==> config.mk <==
export PLATFORM = sky130hd
export DESIGN_NAME = checksummed_frame_receiver_top_flat
export DESIGN_NICKNAME = d
export VERILOG_FILES = /design/src/cfr_pkg.sv /design/src/cfr_if.sv /design/src/cfr_parser.sv /design/src/checksummed_frame_receiver_top.sv /design/src/flat_wrapper.sv
export VERILOG_INCLUDE_DIRS = /design/src /design/src/src
export SDC_FILE = /design/constraint.sdc
export NUM_CORES = 1
export LEC_CHECK = 0
export ABC_CLOCK_PERIOD_IN_PS = 5500
export BUFFER_PORTS_ARGS = -buffer_cell sky130_fd_sc_hd__buf_4
export CAP_MARGIN = 20
export CORE_MARGIN = 2
export CORE_UTILIZATION = 45
export DETAILED_ROUTE_END_ITERATION = 8
export PLACE_DENSITY_LB_ADDON = 0.12
export SLEW_MARGIN = 20
export SYNTH_ARGS = -nofsm -noshare
export SYNTH_HDL_FRONTEND = slang
export SYNTH_SLANG_ARGS = --single-unit
==> constraint.sdc <==
create_clock -name clock -period 5.5 [get_ports clock]
set_input_delay 0.275 -clock clock [delete_from_list [all_inputs] [get_ports clock]]
set_output_delay 0.275 -clock clock [all_outputs]
set_load 0.01 [all_outputs]
==> src/checksummed_frame_receiver_top_defines.svh <==
// Assertion macros shared by the frame receiver modules.
// Each macro expects signals named clock and reset in the enclosing scope.
`ifndef CHECKSUMMED_FRAME_RECEIVER_TOP_DEFINES_SVH
`define CHECKSUMMED_FRAME_RECEIVER_TOP_DEFINES_SVH

// Check a condition at every edge outside reset.
`define CFR_ASSERT_ALWAYS(name, expr, msg) \
   name: assert property (@(posedge clock) disable iff (reset) (expr)) else $error(msg);

// Check that a condition at one edge implies another at the next edge.
`define CFR_ASSERT_NEXT(name, ante, cons, msg) \
   name: assert property (@(posedge clock) disable iff (reset) (ante) |=> (cons)) \
      else $error(msg);

`endif

==> src/cfr_pkg.sv <==
package cfr_pkg;

   typedef logic [7:0] byte_type;

   localparam byte_type FrameHeader  = 8'hA5;
   localparam byte_type FrameTrailer = 8'h5A;

   // Payload length: legal range 1..64
   localparam int PayloadLenDefault = 8;

   // Result handed from the parser to the output register
   typedef struct packed {
      logic     frame_ok;
      byte_type mode_value;
   } result_type;

endpackage

==> src/cfr_if.sv <==
interface cfr_req_if;
   logic             valid;
   logic             ready;
   cfr_pkg::byte_type rx_byte;

   modport source (output valid, output rx_byte, input ready);
   modport sink   (input valid, input rx_byte, output ready);
endinterface

interface cfr_rsp_if;
   logic             valid;
   logic             ready;
   logic             frame_ok;
   cfr_pkg::byte_type mode_value;

   modport source (output valid, output frame_ok, output mode_value, input ready);
   modport sink   (input valid, input frame_ok, input mode_value, output ready);
endinterface

==> src/cfr_parser.sv <==
`include "checksummed_frame_receiver_top_defines.svh"

module cfr_parser #(
   parameter int PayloadLen = cfr_pkg::PayloadLenDefault
) (
   input  logic               clock,
   input  logic               reset,
   input  logic               step,
   input  cfr_pkg::byte_type  rx_byte,
   output logic               result_valid,
   output cfr_pkg::result_type result
);

   localparam int CountW = $clog2(PayloadLen + 1);
   localparam logic [CountW-1:0] CountLast = CountW'(PayloadLen);

   typedef enum logic [1:0] {
      PH_HUNT,
      PH_PAYLOAD,
      PH_CHECK,
      PH_TRAILER
   } phase_type;

   phase_type         phase_ff;
   logic [CountW-1:0] count_ff;
   cfr_pkg::byte_type sum_ff;
   cfr_pkg::byte_type first_ff;
   cfr_pkg::byte_type rxsum_ff;

   logic [CountW-1:0] count_in;
   cfr_pkg::byte_type sum_in;

   assign count_in = count_ff + CountW'(1);
   assign sum_in   = sum_ff + rx_byte;

   // Result leaves on the trailer byte only
   assign result_valid      = step && (phase_ff == PH_TRAILER);
   assign result.frame_ok   = (rxsum_ff == sum_ff) && (rx_byte == cfr_pkg::FrameTrailer);
   assign result.mode_value = first_ff;

   always_ff @(posedge clock) begin
      if (reset) begin
         phase_ff <= PH_HUNT;
         count_ff <= '0;
         sum_ff   <= '0;
         first_ff <= '0;
         rxsum_ff <= '0;
      end else if (step) begin
         case (phase_ff)
            PH_HUNT: begin
               if (rx_byte == cfr_pkg::FrameHeader) begin
                  phase_ff <= PH_PAYLOAD;
                  count_ff <= '0;
                  sum_ff   <= '0;
               end
            end
            PH_PAYLOAD: begin
               if (count_ff == '0) begin
                  first_ff <= rx_byte;
               end
               sum_ff   <= sum_in;
               count_ff <= count_in;
               if (count_in == CountLast) begin
                  phase_ff <= PH_CHECK;
               end
            end
            PH_CHECK: begin
               rxsum_ff <= rx_byte;
               phase_ff <= PH_TRAILER;
            end
            default: begin
               // Good or bad, drop back to hunting
               phase_ff <= PH_HUNT;
               count_ff <= '0;
               sum_ff   <= '0;
            end
         endcase
      end
   end

   `CFR_ASSERT_ALWAYS(a_count_bound, count_ff <= CountLast, "payload count past frame length")
   `CFR_ASSERT_ALWAYS(a_hunt_clear, (phase_ff != PH_HUNT) || (count_ff == '0 && sum_ff == '0), "hunt entered with stale count or sum")
   `CFR_ASSERT_NEXT(a_trailer_ends, step && phase_ff == PH_TRAILER, phase_ff == PH_HUNT, "frame did not end at trailer")

endmodule

==> src/checksummed_frame_receiver_top.sv <==
// Flow: a byte accepted into the input register is parsed once the output register can
//   take a result; that result, if any, is registered there, and that register drives rsp valid.
// Throughput: one byte per cycle while the rsp sink keeps up; a result waiting on rsp
//   holds every byte behind it in the input register.
// Reset: synchronous, active high; empties both registers and restarts header hunt.
`include "checksummed_frame_receiver_top_defines.svh"

module checksummed_frame_receiver_top #(
   parameter int PayloadLen = cfr_pkg::PayloadLenDefault
) (
   input logic       clock,
   input logic       reset,
   cfr_req_if.sink   req_if,
   cfr_rsp_if.source rsp_if
);

   // Input register: holds one received transaction ahead of the parser
   logic              in_valid_ff;
   logic              in_valid_in;
   cfr_pkg::byte_type in_byte_ff;

   // Output register: holds one finished result until the sink takes it
   logic                out_valid_ff;
   logic                out_valid_in;
   cfr_pkg::result_type out_ff;

   logic                step;
   logic                result_valid;
   cfr_pkg::result_type result;
   logic                req_take;

   // Advance the held byte whenever the output register can absorb a result.
   // A byte that yields no result still waits here, which keeps the order simple.
   assign step     = in_valid_ff && (!out_valid_ff || rsp_if.ready);
   assign req_take = req_if.valid && req_if.ready;

   // Accept a new transaction when the input register is empty or empties this cycle
   assign req_if.ready = !in_valid_ff || step;

   always_comb begin
      in_valid_in = in_valid_ff;
      if (req_take) begin
         in_valid_in = 1'b1;
      end else if (step) begin
         in_valid_in = 1'b0;
      end
   end

   always_comb begin
      out_valid_in = out_valid_ff;
      if (step && result_valid) begin
         out_valid_in = 1'b1;
      end else if (rsp_if.ready) begin
         out_valid_in = 1'b0;
      end
   end

   cfr_parser #(
      .PayloadLen (PayloadLen)
   ) u_parser (
      .clock        (clock),
      .reset        (reset),
      .step         (step),
      .rx_byte      (in_byte_ff),
      .result_valid (result_valid),
      .result       (result)
   );

   always_ff @(posedge clock) begin
      if (reset) begin
         in_valid_ff  <= 1'b0;
         out_valid_ff <= 1'b0;
      end else begin
         in_valid_ff  <= in_valid_in;
         out_valid_ff <= out_valid_in;
      end
   end

   // Payload registers carry no reset
   always_ff @(posedge clock) begin
      if (req_take) begin
         in_byte_ff <= req_if.rx_byte;
      end
      if (step && result_valid) begin
         out_ff <= result;
      end
   end

   assign rsp_if.valid      = out_valid_ff;
   assign rsp_if.frame_ok   = out_ff.frame_ok;
   assign rsp_if.mode_value = out_ff.mode_value;

   `CFR_ASSERT_NEXT(a_take_fills, req_take, in_valid_ff, "accepted byte not held")
   `CFR_ASSERT_NEXT(a_hold_byte, in_valid_ff && !step, in_valid_ff && $stable(in_byte_ff), "waiting byte lost")
   `CFR_ASSERT_NEXT(a_result_kept, out_valid_ff && !rsp_if.ready, out_valid_ff && $stable(out_ff), "waiting result lost")

endmodule

==> src/flat_wrapper.sv <==
// flat-port wrapper written by rule: the top's interface ports become plain ports
module checksummed_frame_receiver_top_flat 
#(
   parameter int PayloadLen = cfr_pkg::PayloadLenDefault
)
  (clock, reset, req_if_valid, req_if_rx_byte, req_if_ready, rsp_if_valid, rsp_if_frame_ok, rsp_if_mode_value, rsp_if_ready);
  cfr_req_if req_if_i ();
  cfr_rsp_if rsp_if_i ();
  input logic clock;
  input logic reset;
  input wire logic [$bits(req_if_i.valid)-1:0] req_if_valid;
  input wire logic [$bits(req_if_i.rx_byte)-1:0] req_if_rx_byte;
  output wire logic [$bits(req_if_i.ready)-1:0] req_if_ready;
  output wire logic [$bits(rsp_if_i.valid)-1:0] rsp_if_valid;
  output wire logic [$bits(rsp_if_i.frame_ok)-1:0] rsp_if_frame_ok;
  output wire logic [$bits(rsp_if_i.mode_value)-1:0] rsp_if_mode_value;
  input wire logic [$bits(rsp_if_i.ready)-1:0] rsp_if_ready;
  assign req_if_i.valid = req_if_valid;
  assign req_if_i.rx_byte = req_if_rx_byte;
  assign req_if_ready = req_if_i.ready;
  assign rsp_if_valid = rsp_if_i.valid;
  assign rsp_if_frame_ok = rsp_if_i.frame_ok;
  assign rsp_if_mode_value = rsp_if_i.mode_value;
  assign rsp_if_i.ready = rsp_if_ready;
  checksummed_frame_receiver_top #(.PayloadLen(PayloadLen)) u_core (.clock(clock), .reset(reset), .req_if(req_if_i), .rsp_if(rsp_if_i));
endmodule
## Word-level counts from Yosys, hierarchy flattened

Cells that the tools add are included.

- Order comparisons: 0
- Reduce and logical (&&, ||, !) cells: 17
- Shifts and indexed selects: 0
- Div/mod/pow operators: 0
- Multiply operators: 0
- Bitwise gates (word level): 1
- Add/sub/neg operators: 2
- Multiplexer cells: 11
- Equal/unequal tests: 9

Operators with widths:

| kind | count |
|---|---|
| $pmux W8 S3 | 1 |
| $pmux W4 S3 | 1 |
| $reduce_and A3 Y1 | 3 |
| $add A8 B8 Y8 | 1 |
| $eq A8 B7 Y1 const B | 1 |
| $eq A8 B8 Y1 | 1 |
| $eq A8 B8 Y1 const B | 1 |
| $mux W8 | 1 |
| $pmux W2 S3 | 1 |
| $logic_and A1 B1 Y1 | 5 |
| $add A4 B1 Y4 const B | 1 |
| $eq A2 B2 Y1 const B | 2 |
| $eq A4 B4 Y1 const B | 1 |
| $logic_not A4 Y1 | 1 |
| $mux W1 | 4 |
| $mux W2 | 2 |
| $mux W4 | 1 |
| $ne A2 B2 Y1 const B | 2 |
| $reduce_bool A2 Y1 | 2 |
| $eq A2 B1 Y1 const B | 1 |
| $logic_not A1 Y1 | 2 |
| $logic_not A2 Y1 | 1 |
| $logic_or A1 B1 Y1 | 2 |
| $reduce_and A2 Y1 | 1 |
| $not A1 Y1 | 1 |

- Memories kept: 0
- Input port bits: 12
- Bits in read-only memories: 0
- Output and inout port bits: 11
- Bits in registers: 49
- Bits in latches: 0
- RAM bits: 0

## Logic depth before layout (Yosys ltp)

- Depth in word-level cells: 6
- Gate-level depth with buffers: 8
- Depth with buffers taken out: 7

## Cells and area by module

From an unflattened synthesis, not the netlist that was laid out.

- Cells, all modules: 227
- Area total of the unflattened synthesis: 2,334.7 sq um

Modules (own cells, without submodules):

| module | cells each | area an instance (sq um) | times used |
|---|---|---|---|
| cfr_parser | 199 | 1,721.7 | 1 |
| checksummed_frame_receiver_top | 28 | 613.1 | 1 |

## Worst setup path after synthesis

OpenSTA, ideal clock, no wires.

- Path type: reg-to-reg
- Start: reg u_core.in_byte_ff[0]
- End: reg u_core.u_parser.sum_ff[6]
- Required time: 5,368 ps
- Slack: 3,483 ps
- Cell stages (with the launch flop): 8
- Period minus slack after synthesis: 2,017 ps
- Path buffers: 0
- Arrival: 1,885 ps
- Cell sequence: edfxtp_1 -> ha_1 -> fa_1 -> a21o_1 -> a21oi_1 -> nor4_1 -> o311ai_0 -> a21oi_1

- Longest elaborated chain between the ends: 3

Ends and longest elaborated chain:

| element | RTL line | source |
|---|---|---|
| start: declaration | checksummed_frame_receiver_top.sv:20 | `cfr_pkg::byte_type in_byte_ff;` |
| start signal: assignment | checksummed_frame_receiver_top.sv:82 | `in_byte_ff <= req_if.rx_byte;` |
| branches (longest 3 deep; another with $add A8 B8 Y8) | - |  |
| end signal: assignment | cfr_parser.sv:61 | `sum_ff <= sum_in;` |
| end: declaration | cfr_parser.sv:26 | `cfr_pkg::byte_type sum_ff;` |

Several ways; the timed one is not identified.
A chain may end at the register's enable or synchronous reset.

## Final worst setup path

- Start: reg u_core.in_byte_ff[1]
- End: reg u_core.u_parser.sum_ff[6]

Same word-level chain as after synthesis.

==> metrics <==
run status=finished clean; worst-margin pin slew=between 1 and 1.5 ns; chip height=about 75 um; IO Pins=23; Synth Area in Adders=between 7 and 8%; Site Rows=25; fin util=53.9%; Gate power share=approximately 4.9%; vias in the first global route=1548; Fin. Hold Viols=0; unrepaired setup endpoints after global routing=no; Clock H-tree levels=2; Netlist cell types=41; Seq/Total Area, Yosys=50.2%; drt total wl=between 4000 and 5000 um; Post-CTS Hold Fix Bufs=0; largest net degree at the start of global routing=34; Post-Synthesis Cells=around 230; Yosys warnings=0; Via-to-Cell Ratio=between 5 and 6; startpoint types=flip-flop; PwrDens=around 240 nW/um2; # diodes=0; total number of vias=1673; grt ovf=0; clk slew on worst S/H paths=~0.09 ns; WL/cell=around 15 um; die area=5680 um2; switch share=23.8%; Post-CTS Setup Inserts=0; mux share of post-synthesis cell area=around 4.4%; Fmax=approximately 440 MHz; Mean Syn Cell Area=10.1 um2; Flop pwr share=roughly three fifths; final non-filler cell total=approximately 320; drt initial violations=63; Synth area leaders=dfxtp_1 28%, edfxtp_1 22%, ha_1 7.1%, a21oi_1 5.2%, mux2i_1 4.4%; Max Fanout on Critical Path=9; initial antenna violation count=0; leakage power figure=0.992 nW; Final setup viols=0; most common cell after layout, fill and taps aside=dfxtp_1; setup TNS=0 ns; fin. max-slew vios=0; Max-slew headroom=around 28%; CP Capture Type=flip-flop; CTS tree=done; DRT Pass-1 Iters=4; share of cells above drive strength 1=12.4%; Sw Pwr=~150 uW; # resized after CTS=0; CTS Buf Count=5; Clock power frac=approximately 34%; Fin Clk Skew=approximately 0.009 ns; crit path from=u_core.in_byte_ff[1]; total power=between 600 and 700 uW; syn_nets=between 200 and 300; Hold WC Path Type=primary input to flip-flop; synthesized-area fraction occupied by and/or/nand/nor cells=17.5%; Tmin final=2.30 ns; Hold WS=0.139 ns; synthesized area=2290 um2; WS Path Type=flip-flop to flip-flop; VDD IR-drop max=0.000140 V; critical path data required time=roughly 5.7 ns; largest family of logic cells by synthesized area=simple AND/OR/NAND/NOR gates; final net count=roughly 270; GR Util All Layers=18.1%; Internal=between 400 and 500 uW; placed insts=between 300 and 400; Max-Cap Viols=0; area grow syn2layout=13.4%; starting density of the core=47.6%; commonest cells after routing, fill and taps aside=32 x dfxtp_1, 24 x a21oi_1, 22 x buf_4, 21 x nand2_1; DRC viols=0; period utilization=a little over two fifths; Synth Area in Compound Gates=a little under an eighth; Post-DP HPWL=3300 um; Placer Congestion=roughly 0.87; Root Driver=clkbuf_8; core footprint=4820 um2; clock tree buffer depth=2; clk_lat worst skew=a little over 0.3 ns; RR Startpoint=u_core.in_byte_ff[1]; CTS sink count=between 40 and 50; Post-Synth XOR/XNOR Area=4.59%; port bufs=22; top cell type's share of synthesized area=between 20% and 30%; worst path arrival time=~2.5 ns; first-pass GRT wire length=7620 um; flops & latches, synth=49; Yosys top cell by area=dfxtp_1; HP Start=req_if_rx_byte[0]; Final ANT Viol Nets=0; die width=between 70 and 80 um
-- cell type report --
class	count	area, um2
Sequential cell	49	1150
Clock inverter	3	22.5
Multi-Input combinational cell	157	1060
Inverter	13	48.8
Clock buffer	5	68.8
Fill cell	451	2220
Timing Repair Buffer	22	165
Tap cell	67	83.8
-- Yosys cell counts, drive strengths merged --
cell	count
dfxtp	32
a21oi	24
nand2	21
edfxtp	17
nand3	17
ha	13
inv	13
nor2	13
xnor2	11
mux2i	10
clkbuf	9
nand4	5
nor3	4
o21ai	4
and2	3
a211oi	2
a21boi	2
a21o	2
a31oi	2
and4b	2
nand3b	2
nor4	2
a2111o	1
a211o	1
a221oi	1
and3b	1
fa	1
nand2b	1
nand4b	1
nor3b	1
nor4b	1
nor4bb	1
o2111a	1
o211ai	1
o21bai	1
o311ai	1
o41ai	1
or3	1
or4	1
xor2	1
-- sequential cells by signal, indices dropped and copies added (netlist names) --
register                  flops
u_core.rsp_if.mode_value      8
u_core.u_parser.rxsum_ff      8
u_core.rsp_if.valid           1
u_core.in_valid_ff            1
u_core.u_parser.first_ff      8
u_core.in_byte_ff             8
u_core.u_parser.count_ff      4
u_core.rsp_if.frame_ok        1
u_core.u_parser.sum_ff        8
u_core.u_parser.phase_ff      2
-- cell families (layout without fill, tap and decap cells) --
family | Yosys count | in the layout
adders and majority gates | 14 | 14
muxes | 10 | 10
AOI/OAI and AO/OA | 44 | 44
buffers and inverters | 22 | 43
and+or+nand+nor | 77 | 77
xor gates and xnor gates | 12 | 12
DFF | 49 | 49
-- power groups by stage --
stage | sequential [mW] | combinational [mW] | clock (mW)
after global routing | 0.388 | 0.0349 | 0.236
after detailed placement | 0.395 | 0.0310 | 0
after floorplan | 0.392 | 0.0206 | 0
final | 0.387 | 0.0313 | 0.216
after global placement | 0.395 | 0.0312 | 0
after CTS | 0.387 | 0.0313 | 0.221
-- worst paths after layout --
path / end / slack (ns) / cells after the start
max: u_core.u_parser.sum_ff[6] / 3.20 / 5
min: u_core.in_byte_ff[0] / 0.14 / 1
max reg2reg: u_core.u_parser.sum_ff[6] / 3.20 / 5
min reg2reg: u_core.rsp_if.mode_value[1] / 0.45 / 0
-- routing by layer --
| layer | up-vias | share of wire (%) | GRT usage (%) |
|---|---|---|---|
| met5 | - | 0 | 0 |
| met4 | 0 | 1.3 | 6.24 |
| met3 | 4 | 3.8 | 4.89 |
| met2 | 32 | 46 | 27.5 |
| met1 | 777 | 49 | 25.2 |
| li1 | 860 | - | - |
-- per-stage QoR --
step                      cell area, um2  setup slack [ns]
after floorplan                     2290              3.48
after global placement              2510              3.26
after detailed placement            2510              3.27
after CTS                           2600              3.24
after global routing                2600              3.00
final                               2600              3.20
-- critical path: stages, from the launching register on --
cell and delay, ns:
edfxtp_1 0.49, and4b_1 0.31, a21boi_1 0.09, nor3_1 0.83
o311ai_0 0.31, a21oi_1 0.20
No activity file was read; power rests on OpenSTA's default activity.
